File: src/sv/json_string_unescape_macros.svh
// Assertion macros shared by the JSON string unescape block.
`ifndef JSON_STRING_UNESCAPE_MACROS_SVH
`define JSON_STRING_UNESCAPE_MACROS_SVH

// Same-cycle implication, sampled on clk, off while rst_n is low.
`define JSU_ASSERT_HOLDS(lbl, ante, cons, msg) \
  lbl: assert property (@(posedge clk) disable iff (!rst_n) (ante) |-> (cons)) \
    else $error(msg);

// Next-cycle implication, sampled on clk, off while rst_n is low.
`define JSU_ASSERT_NEXT(lbl, ante, cons, msg) \
  lbl: assert property (@(posedge clk) disable iff (!rst_n) (ante) |=> (cons)) \
    else $error(msg);

`endif

File: src/sv/jsu_pkg.sv
// Types, character codes and widths of the JSON string unescape block.
package jsu_pkg;

  parameter int CountWidth = 16;
  parameter int LenWidth   = 16;
  parameter int CmpWidth   = (CountWidth > LenWidth) ? CountWidth : LenWidth;

  typedef logic [7:0]            byte_t;
  typedef logic [LenWidth-1:0]   len_t;
  typedef logic [CountWidth-1:0] count_t;

  localparam len_t  LenMax    = '1;
  localparam len_t  CapReset  = '1;
  localparam len_t  CodeLimit = 16'h0080;

  localparam byte_t CH_NUL    = 8'h00;
  localparam byte_t CH_QUOTE  = 8'h22;
  localparam byte_t CH_BSLASH = 8'h5C;
  localparam byte_t CH_QMARK  = 8'h3F;
  localparam byte_t CH_LOW_B  = 8'h62;
  localparam byte_t CH_LOW_F  = 8'h66;
  localparam byte_t CH_LOW_N  = 8'h6E;
  localparam byte_t CH_LOW_R  = 8'h72;
  localparam byte_t CH_LOW_T  = 8'h74;
  localparam byte_t CH_LOW_U  = 8'h75;
  localparam byte_t CH_BS     = 8'h08;
  localparam byte_t CH_FF     = 8'h0C;
  localparam byte_t CH_LF     = 8'h0A;
  localparam byte_t CH_CR     = 8'h0D;
  localparam byte_t CH_TAB    = 8'h09;
  localparam byte_t CH_DIG_0  = 8'h30;
  localparam byte_t CH_DIG_9  = 8'h39;
  localparam byte_t CH_LOW_A  = 8'h61;
  localparam byte_t CH_UP_A   = 8'h41;
  localparam byte_t CH_UP_F   = 8'h46;

  typedef enum logic [1:0] {
    MODE_NORMAL,
    MODE_ESCAPE,
    MODE_HEX,
    MODE_REPLAY
  } mode_t;

  // Decoder state carried from one step to the next.
  typedef struct packed {
    mode_t      mode;
    logic [1:0] hex_seen;
    logic [1:0] rep_idx;
    logic [11:0] code;
    count_t     count;
  } st_t;

  // One result as it leaves the block.
  typedef struct packed {
    byte_t out_byte;
    logic  has_byte;
    logic  stored;
    logic  finished;
    len_t  total_length;
    logic  last;
  } res_t;

  // Step control toward the holding registers.
  typedef struct packed {
    logic       emit;
    logic       done;
    logic       hex_we;
    logic [1:0] hex_wa;
  } step_ctl_t;

endpackage

File: src/sv/jsu_in_if.sv
// Request channel carrying raw string bytes.
interface jsu_in_if;
  import jsu_pkg::*;

  logic  valid;
  logic  ready;
  byte_t in_byte;

  modport source (output valid, output in_byte, input ready);
  modport sink   (input valid, input in_byte, output ready);
endinterface

File: src/sv/jsu_out_if.sv
// Result channel carrying decoded bytes and end-of-string reports.
interface jsu_out_if;
  import jsu_pkg::*;

  logic  valid;
  logic  ready;
  byte_t out_byte;
  logic  has_byte;
  logic  stored;
  logic  finished;
  len_t  total_length;
  logic  last;

  modport source (output valid, output out_byte, output has_byte, output stored,
                  output finished, output total_length, output last, input ready);
  modport sink   (input valid, input out_byte, input has_byte, input stored,
                  input finished, input total_length, input last, output ready);
endinterface

File: src/sv/json_string_unescape.sv
// Top level of the streaming JSON string unescape block.
// Takes the raw bytes of a JSON string body, one per request, and returns decoded
// bytes with their running length and a stored flag checked against cfg_wdata
// (buffer size including terminator); an unescaped quote or NUL ends the string
// with a finished result carrying the final length, and the next byte starts a
// new string. Each request passes an input register and a result register, and
// one byte is taken every clock while the result side keeps up. A byte that
// yields several results holds the input register until its last result is registered:
// an escaped NUL gives two results, and a malformed \u escape with n gathered
// digits gives n + 2 results (n + 1 when the offending byte is a backslash), one
// at a time through the single result register. Escapes and gathered digits that
// give no result do not wait for the result side.
`include "json_string_unescape_macros.svh"

module json_string_unescape (
  input  logic           clk,
  input  logic           rst_n,
  jsu_in_if.sink         in_chan,
  jsu_out_if.source      out_chan,
  input  logic           cfg_we,
  input  jsu_pkg::len_t  cfg_wdata
);
  import jsu_pkg::*;

  len_t      cap_r;
  logic      s1_v_r;
  byte_t     s1_byte_r;
  st_t       st_r;
  st_t       st_nxt;
  byte_t     hex_chars_r [3];
  logic      out_v_r;
  res_t      res_r;
  res_t      res_nxt;
  step_ctl_t ctl;
  logic      out_free;
  logic      step_go;
  logic      s1_release;
  logic      in_take;

  jsu_step u_step (
    .st     (st_r),
    .data   (s1_byte_r),
    .hex_rd (hex_chars_r[st_r.rep_idx]),
    .cap    (cap_r),
    .nxt    (st_nxt),
    .res    (res_nxt),
    .ctl    (ctl)
  );

  assign out_free   = !out_v_r || out_chan.ready;
  assign step_go    = s1_v_r && (!ctl.emit || out_free);
  assign s1_release = step_go && ctl.done;
  assign in_chan.ready = !s1_v_r || s1_release;
  assign in_take    = in_chan.valid && in_chan.ready;

  always_ff @(posedge clk) begin
    if (!rst_n) begin
      cap_r   <= CapReset;
      s1_v_r  <= 1'b0;
      out_v_r <= 1'b0;
      st_r    <= '{mode: MODE_NORMAL, hex_seen: '0, rep_idx: '0, code: '0, count: '0};
    end else begin
      if (cfg_we) begin
        cap_r <= cfg_wdata;
      end
      if (in_take) begin
        s1_v_r <= 1'b1;
      end else if (s1_release) begin
        s1_v_r <= 1'b0;
      end
      if (step_go) begin
        st_r <= st_nxt;
      end
      if (step_go && ctl.emit) begin
        out_v_r <= 1'b1;
      end else if (out_chan.ready) begin
        out_v_r <= 1'b0;
      end
    end
  end

  always_ff @(posedge clk) begin
    if (in_take) begin
      s1_byte_r <= in_chan.in_byte;
    end
    if (step_go && ctl.emit) begin
      res_r <= res_nxt;
    end
    // keep gathered hex digits for a possible replay
    if (step_go && ctl.hex_we) begin
      hex_chars_r[ctl.hex_wa] <= s1_byte_r;
    end
  end

  assign out_chan.valid        = out_v_r;
  assign out_chan.out_byte     = res_r.out_byte;
  assign out_chan.has_byte     = res_r.has_byte;
  assign out_chan.stored       = res_r.stored;
  assign out_chan.finished     = res_r.finished;
  assign out_chan.total_length = res_r.total_length;
  assign out_chan.last         = res_r.last;

  `JSU_ASSERT_HOLDS(a_stored_has_byte, out_v_r && res_r.stored, res_r.has_byte, "stored without byte")
  `JSU_ASSERT_HOLDS(a_fin_no_byte, out_v_r && res_r.finished, !res_r.has_byte && res_r.last, "finish carries a byte or is not last")
  `JSU_ASSERT_NEXT(a_fin_clears, step_go && ctl.emit && res_nxt.finished, st_r.count == '0 && st_r.mode == MODE_NORMAL, "finish did not clear state")
  `JSU_ASSERT_NEXT(a_hold_request, step_go && !ctl.done, s1_v_r && $stable(s1_byte_r), "request dropped before its last result")
  `JSU_ASSERT_HOLDS(a_replay_held, st_r.mode == MODE_REPLAY, s1_v_r && st_r.hex_seen != 2'd0, "replay without held request")

endmodule

File: src/sv/jsu_step.sv
// One decode step: at most one result and the next decoder state.
module jsu_step (
  input  jsu_pkg::st_t       st,
  input  jsu_pkg::byte_t     data,
  input  jsu_pkg::byte_t     hex_rd,
  input  jsu_pkg::len_t      cap,
  output jsu_pkg::st_t       nxt,
  output jsu_pkg::res_t      res,
  output jsu_pkg::step_ctl_t ctl
);
  import jsu_pkg::*;

  logic                hex_ok;
  logic [3:0]          hex_nib;
  logic [15:0]         full_code;
  logic                do_byte;
  logic                do_fin;
  byte_t               eb;
  logic [CmpWidth-1:0] idx_ext;
  logic [CmpWidth-1:0] cap_ext;
  logic                at_max;
  count_t              cnt_inc;

  function automatic len_t shown(input count_t c);
    logic [CmpWidth-1:0] e;
    e = CmpWidth'(c);
    return (e > CmpWidth'(LenMax)) ? LenMax : e[LenWidth-1:0];
  endfunction

  always_comb begin
    hex_ok  = 1'b1;
    hex_nib = '0;
    if (data >= CH_DIG_0 && data <= CH_DIG_9) begin
      hex_nib = 4'(data - CH_DIG_0);
    end else if (data >= CH_LOW_A && data <= CH_LOW_F) begin
      hex_nib = 4'(data - CH_LOW_A + 8'd10);
    end else if (data >= CH_UP_A && data <= CH_UP_F) begin
      hex_nib = 4'(data - CH_UP_A + 8'd10);
    end else begin
      hex_ok = 1'b0;
    end
  end

  assign full_code = {st.code, hex_nib};

  assign idx_ext = CmpWidth'(st.count);
  assign cap_ext = CmpWidth'(cap);
  assign at_max  = (st.count == '1);
  assign cnt_inc = at_max ? st.count : count_t'(st.count + 1'b1);

  always_comb begin
    nxt        = st;
    ctl        = '0;
    ctl.done   = 1'b1;
    do_byte    = 1'b0;
    do_fin     = 1'b0;
    eb         = '0;
    unique case (st.mode)
      MODE_ESCAPE: begin
        nxt.mode = MODE_NORMAL;
        unique case (data)
          CH_NUL: begin
            // emit the backslash, hold the NUL so it finishes next step
            do_byte  = 1'b1;
            eb       = CH_BSLASH;
            ctl.done = 1'b0;
          end
          CH_LOW_B: begin do_byte = 1'b1; eb = CH_BS;  end
          CH_LOW_F: begin do_byte = 1'b1; eb = CH_FF;  end
          CH_LOW_N: begin do_byte = 1'b1; eb = CH_LF;  end
          CH_LOW_R: begin do_byte = 1'b1; eb = CH_CR;  end
          CH_LOW_T: begin do_byte = 1'b1; eb = CH_TAB; end
          CH_LOW_U: begin
            nxt.mode     = MODE_HEX;
            nxt.hex_seen = '0;
            nxt.code     = '0;
          end
          default: begin
            do_byte = 1'b1;
            eb      = data;
          end
        endcase
      end
      MODE_HEX: begin
        if (hex_ok) begin
          if (st.hex_seen == 2'd3) begin
            do_byte      = 1'b1;
            eb           = (full_code < CodeLimit) ? full_code[7:0] : CH_QMARK;
            nxt.mode     = MODE_NORMAL;
            nxt.hex_seen = '0;
            nxt.code     = '0;
          end else begin
            ctl.hex_we   = 1'b1;
            ctl.hex_wa   = st.hex_seen;
            nxt.code     = full_code[11:0];
            nxt.hex_seen = 2'(st.hex_seen + 2'd1);
          end
        end else begin
          // malformed escape: emit 'u', then replay the gathered digits
          do_byte  = 1'b1;
          eb       = CH_LOW_U;
          nxt.code = '0;
          if (st.hex_seen == 2'd0) begin
            if (data == CH_BSLASH) begin
              nxt.mode = MODE_ESCAPE;
            end else begin
              nxt.mode = MODE_NORMAL;
              ctl.done = 1'b0;
            end
          end else begin
            nxt.mode    = MODE_REPLAY;
            nxt.rep_idx = '0;
            ctl.done    = 1'b0;
          end
        end
      end
      MODE_REPLAY: begin
        do_byte = 1'b1;
        eb      = hex_rd;
        if (st.rep_idx == 2'(st.hex_seen - 2'd1)) begin
          nxt.hex_seen = '0;
          nxt.rep_idx  = '0;
          if (data == CH_BSLASH) begin
            // a trailing backslash gives no result of its own
            nxt.mode = MODE_ESCAPE;
          end else begin
            nxt.mode = MODE_NORMAL;
            ctl.done = 1'b0;
          end
        end else begin
          nxt.rep_idx = 2'(st.rep_idx + 2'd1);
          ctl.done    = 1'b0;
        end
      end
      default: begin
        if (data == CH_NUL || data == CH_QUOTE) begin
          do_fin       = 1'b1;
          nxt.mode     = MODE_NORMAL;
          nxt.hex_seen = '0;
          nxt.rep_idx  = '0;
          nxt.code     = '0;
          nxt.count    = '0;
        end else if (data == CH_BSLASH) begin
          nxt.mode = MODE_ESCAPE;
        end else begin
          do_byte = 1'b1;
          eb      = data;
        end
      end
    endcase
    // count follows the emitted byte; a finished string starts from zero
    if (do_byte) begin
      nxt.count = cnt_inc;
    end
    ctl.emit = do_byte || do_fin;
  end

  always_comb begin
    res = '0;
    if (do_byte) begin
      res.out_byte     = eb;
      res.has_byte     = 1'b1;
      res.stored       = (cap_ext > CmpWidth'(1)) && (idx_ext < cap_ext - CmpWidth'(1))
                         && !at_max;
      res.total_length = shown(cnt_inc);
    end else if (do_fin) begin
      res.finished     = 1'b1;
      res.total_length = shown(st.count);
    end
    res.last = ctl.done;
  end

endmodule

File: src/flat_wrapper.sv
// flat-port wrapper written by rule: the top's interface ports become plain ports
module json_string_unescape_flat import jsu_pkg::*;
  (clk, rst_n, cfg_we, cfg_wdata, in_chan_valid, in_chan_in_byte, in_chan_ready, out_chan_valid, out_chan_out_byte, out_chan_has_byte, out_chan_stored, out_chan_finished, out_chan_total_length, out_chan_last, out_chan_ready);
  jsu_in_if in_chan_i ();
  jsu_out_if out_chan_i ();
  input  logic clk;
  input  logic rst_n;
  input  logic cfg_we;
  input  jsu_pkg::len_t cfg_wdata;
  input wire logic [$bits(in_chan_i.valid)-1:0] in_chan_valid;
  input wire logic [$bits(in_chan_i.in_byte)-1:0] in_chan_in_byte;
  output wire logic [$bits(in_chan_i.ready)-1:0] in_chan_ready;
  output wire logic [$bits(out_chan_i.valid)-1:0] out_chan_valid;
  output wire logic [$bits(out_chan_i.out_byte)-1:0] out_chan_out_byte;
  output wire logic [$bits(out_chan_i.has_byte)-1:0] out_chan_has_byte;
  output wire logic [$bits(out_chan_i.stored)-1:0] out_chan_stored;
  output wire logic [$bits(out_chan_i.finished)-1:0] out_chan_finished;
  output wire logic [$bits(out_chan_i.total_length)-1:0] out_chan_total_length;
  output wire logic [$bits(out_chan_i.last)-1:0] out_chan_last;
  input wire logic [$bits(out_chan_i.ready)-1:0] out_chan_ready;
  assign in_chan_i.valid = in_chan_valid;
  assign in_chan_i.in_byte = in_chan_in_byte;
  assign in_chan_ready = in_chan_i.ready;
  assign out_chan_valid = out_chan_i.valid;
  assign out_chan_out_byte = out_chan_i.out_byte;
  assign out_chan_has_byte = out_chan_i.has_byte;
  assign out_chan_stored = out_chan_i.stored;
  assign out_chan_finished = out_chan_i.finished;
  assign out_chan_total_length = out_chan_i.total_length;
  assign out_chan_last = out_chan_i.last;
  assign out_chan_i.ready = out_chan_ready;
  json_string_unescape u_core (.clk(clk), .rst_n(rst_n), .in_chan(in_chan_i), .out_chan(out_chan_i), .cfg_we(cfg_we), .cfg_wdata(cfg_wdata));
endmodule
File: config.mk
export PLATFORM = sky130hd
export DESIGN_NAME = json_string_unescape_flat
export DESIGN_NICKNAME = d
export VERILOG_FILES = /design/src/sv/jsu_pkg.sv /design/src/sv/jsu_in_if.sv /design/src/sv/jsu_out_if.sv /design/src/sv/json_string_unescape.sv /design/src/sv/jsu_step.sv /design/src/flat_wrapper.sv
export VERILOG_INCLUDE_DIRS = /design/src /design/src/sv
export SDC_FILE = /design/constraint.sdc
export NUM_CORES = 1
export LEC_CHECK = 0
export BUFFER_PORTS_ARGS = -buffer_cell sky130_fd_sc_hd__buf_2
export CORE_MARGIN = 5
export CORE_UTILIZATION = 37
export CTS_CLUSTER_SIZE = 14
export DETAILED_ROUTE_END_ITERATION = 10
export PLACE_DENSITY = 0.58
export SETUP_SLACK_MARGIN = 0.05
export SKIP_CTS_REPAIR_TIMING = 1
export SLEW_MARGIN = 20
export SYNTH_ARGS = -nofsm -noshare
export SYNTH_HDL_FRONTEND = slang
export SYNTH_SLANG_ARGS = --single-unit
export TNS_END_PERCENT = 50
File: constraint.sdc
create_clock -name clk -period 3.7 [get_ports clk]
set_clock_uncertainty 0.15 [all_clocks]
set_input_delay 0.37 -clock clk [delete_from_list [all_inputs] [get_ports clk]]
set_output_delay 0.37 -clock clk [all_outputs]
set_load 0.01 [all_outputs]
==> reports/results.tsv <==
stage	metric	value	unit
outcome	status	finished clean	
final_layout	most common cell after layout, fill and taps aside	nand2_1	
clocking	CTS Buf Count	17	
global_route	vias in the first global route	5192	
clocking	clk buf depth	2	
placed_design	DP HPWL	12.3	mm
global_route	initial antenna violation count	0	
critical_path	crit path kind	reg -> out	
critical_path	stages on the worst setup path	6	
yosys	mapped cell area	6410	um^2
timing	RSZ-0062 raised after global routing	false	
power	switching portion of total power	22.4	%
critical_path	WP data required	3180	ps
critical_path	worst reg2reg path depth	7	
worst_hold_path	Hold EP	u_core.cap_r[7]$_SDFFE_PN1P_	
placed_design	IO Port Bufs	58	
power	leakage power	2.88	nW
yosys	Ys Warns	0	
routing	Vias	5324	
timing	relative max-transition margin	49.7	%
routing	antenna-violating nets left	0	
routing	routed vias/inst	5.52	
critical_path	Largest stage delay, worst path	610	ps
power	Max VDD drop	0.309	mV
yosys	multiplexer share of the synthesized area	5.49	%
yosys	Post-Syn Area per Cell	9.73	um^2
power	cell-internal power	2.42	mW
yosys	Seq cells post-synth	114	
clocking	H-tree levels	4	
worst_hold_path	Hold Path Cell Cnt	3	
timing	min Tclk post-route	3530	ps
floorplanning	Starting Density	37.3	%
critical_path	critical path's top delay family	simple AND/OR/NAND/NOR gates	
yosys	Synth Flop Type	edfxtp_1	
yosys	Post-Syn Instances	659	
yosys	syn nets	719	
floorplanning	# IOs	59	
floorplanning	Total Die Area	20100	um^2
power	Psw	0.699	mW
yosys	Compound-Gate Fraction of Synth Area	17.0	%
global_route	first-pass GRT wire length	26.9	mm
power	total power	3.12	mW
yosys	Synth Area in Simple Gates	19.8	%
floorplanning	die height	142	um
power	sequential power share	44.7	%
critical_path	Worst R2R Start	u_core.s1_byte_r[7]$_DFFE_PP_	
clocking	Clock Latency Late Sink	420	ps
timing	Worst Setup Slack, final	173	ps
routing	drt pass-1 iters	4	
floorplanning	Die Width	142	um
worst_hold_path	min-delay src	cfg_wdata[7]	
final_layout	Nets	788	
critical_path	CP arrival	3010	ps
yosys	Post-synth ARST share	0	%
final_layout	FILL cells	1653	
critical_path	CP Capture Type	output pin	
critical_path	CP max-delay cell	or4b_4	
yosys	Synth Area in Adders	6.05	%
placed_design	Final Wtd Congestion	0.932	
routing	DRT iter0 DRCs	300	
critical_path	Critical Path Start Type	register	
clocking	CTS sink cnt	114	
final_layout	share of cells above drive strength 1	16.8	%
final_layout	most frequent cells in the layout	nand2_1, edfxtp_1, buf_2	
power	Gate power share	6.4	%
timing	Final Cycle Share	95.3	%
timing	setup TNS	0	ps
floorplanning	Core Box Area	17200	um^2
power	clock power share	48.9	%
critical_path	crit-path cells	or4b_4 > or4_4 > a311oi_4 > nor2_1 > o21ai_1 > buf_2	
routing	# DRC	0	
clocking	clock root buffer	clkbuf_16	
global_route	gr usage total	17.0	%
timing	fin. max-slew vios	0	
clocking	Worst-path clk slew	50	ps
yosys	Yosys cell types	82	
floorplanning	row cnt	48	
yosys	Post-synth EDFFs	60	
global_route	Congestion Overflow GR	0	
critical_path	Reg-to-Reg End	u_core.hex_chars_r[1][0]$_DFFE_PP_	
placed_design	Setup WS pre-CTS	372	ps
run	Max-Cap Viols	0	
timing	endpoints failing setup	0	
timing	final hold vios	0	
yosys	Seq/Total Area, Yosys	45.0	%
critical_path	critical path fanouts, max	11	
final_layout	synth-to-layout area growth	18.5	%
worst_hold_path	HP Class	in -> reg	
critical_path	WP buf/inv	1	
yosys	largest family of logic cells by synthesized area	simple AND/OR/NAND/NOR gates	
critical_path	reg-to-reg slack, setup	420	ps
clocking	CTS tree	built	
routing	DR WL/cell	17.3	um
timing	worst slew pin tran	748	ps
power	PD cells	411	nW/um^2
yosys	XOR/XNOR Fraction of Synth Area	2.73	%
global_route	largest net degree at the start of global routing	50	
routing	routed wire length	16.7	mm
timing	fmax	284	MHz
final_layout	diode count	0	
kinds of logic after synthesis:
kind of cell / Yosys count
and+or+nand+nor: 244
buffers and inverters: 59
adders and majority gates: 31
xor gates and xnor gates: 20
DFF: 114
muxes: 35
AOI/OAI and AO/OA: 156
flip-flops by register name, indices dropped and copies added, names as in the netlist, named ones only:
signal,flops
u_core.cap_r,16
u_core.hex_chars_r,24
u_core.out_chan.finished,1
u_core.out_chan.has_byte,1
u_core.out_chan.last,1
u_core.out_chan.out_byte,8
u_core.out_chan.stored,1
u_core.out_chan.total_length,16
u_core.out_chan.valid,1
u_core.s1_byte_r,8
u_core.s1_v_r,1
u_core.st_r,34
area by class of cell:
class	count	area, um^2	share of cell area, %
inverters	26	103	1.35
clock buffers	19	433	5.70
repair buffers	83	498	6.56
well taps	225	282	3.71
clock inverters	12	118	1.55
multi-input cells	486	3280	43.2
flip-flops and latches	114	2880	38.0
synthesized netlist by cell type (all sizes together), types with 12 or more instances:
master / n / area [um^2]
clkbuf: 21 / 80.1
nand3: 26 / 130
edfxtp: 60 / 1800
dfxtp: 54 / 1080
mux2i: 34 / 340
nand2: 80 / 300
xnor2: 15 / 131
o21ai: 36 / 180
buf: 12 / 68.8
a21oi: 41 / 205
ha: 31 / 388
inv: 26 / 103
nand4: 15 / 93.8
nor3: 22 / 110
nor2: 33 / 124
metrics by stage:
| step | instances | util (%) | hold WS (ps) | area [um^2] |
|---|---|---|---|---|
| floorplan | 659 | - | 286 | 6410 |
| global placement | 926 | 40.5 | 298 | 6960 |
| detailed placement | 926 | 40.5 | 319 | 6960 |
| CTS | 957 | 43.7 | -43.3 | 7510 |
| finish | 965 | 44.2 | 21.1 | 7600 |
| global route | 965 | 44.2 | 9.14 | 7600 |
worst register-to-register path: stages (launching register included):
cell	delay, ps
edfxtp_1	530
or4b_4	610
or4_4	480
a31oi_4	230
a31oi_2	180
or3_4	390
nor3b_1	200
buf_4	210
layer usage:
layer	global-route usage (%)	wire length, um	vias to the layer above
met1	20.4	7070	2548
met3	3.77	676	31
met4	8.13	463	0
met5	0	0	-
li1	-	-	2606
met2	29.0	8480	139
power by group through the flow:
stage / sequential (mW) / clock, mW / combinational (mW)
2_1_floorplan: 1.42 / 0 / 0.116
3_3_place_gp: 1.42 / 0 / 0.193
3_5_place_dp: 1.42 / 0 / 0.195
4_1_cts: 1.40 / 1.56 / 0.196
5_1_grt: 1.40 / 1.63 / 0.221
6_report: 1.40 / 1.53 / 0.200
how the worst max path moves through the flow:
stage	start	endpoint	slack [ps]
finish	u_core.s1_byte_r[7]$_DFFE_PP_	in_chan_ready	170
global route	u_core.s1_byte_r[7]$_DFFE_PP_	in_chan_ready	60
CTS	u_core.s1_byte_r[7]$_DFFE_PP_	in_chan_ready	70
detailed placement	u_core.s1_byte_r[4]$_DFFE_PP_	u_core.s1_byte_r[4]$_DFFE_PP_	370
global placement	u_core.s1_byte_r[7]$_DFFE_PP_	u_core.s1_byte_r[6]$_DFFE_PP_	400
floorplan	u_core.s1_byte_r[0]$_DFFE_PP_	u_core.hex_chars_r[1][0]$_DFFE_PP_	260
No activity file was read; power rests on OpenSTA's default activity.
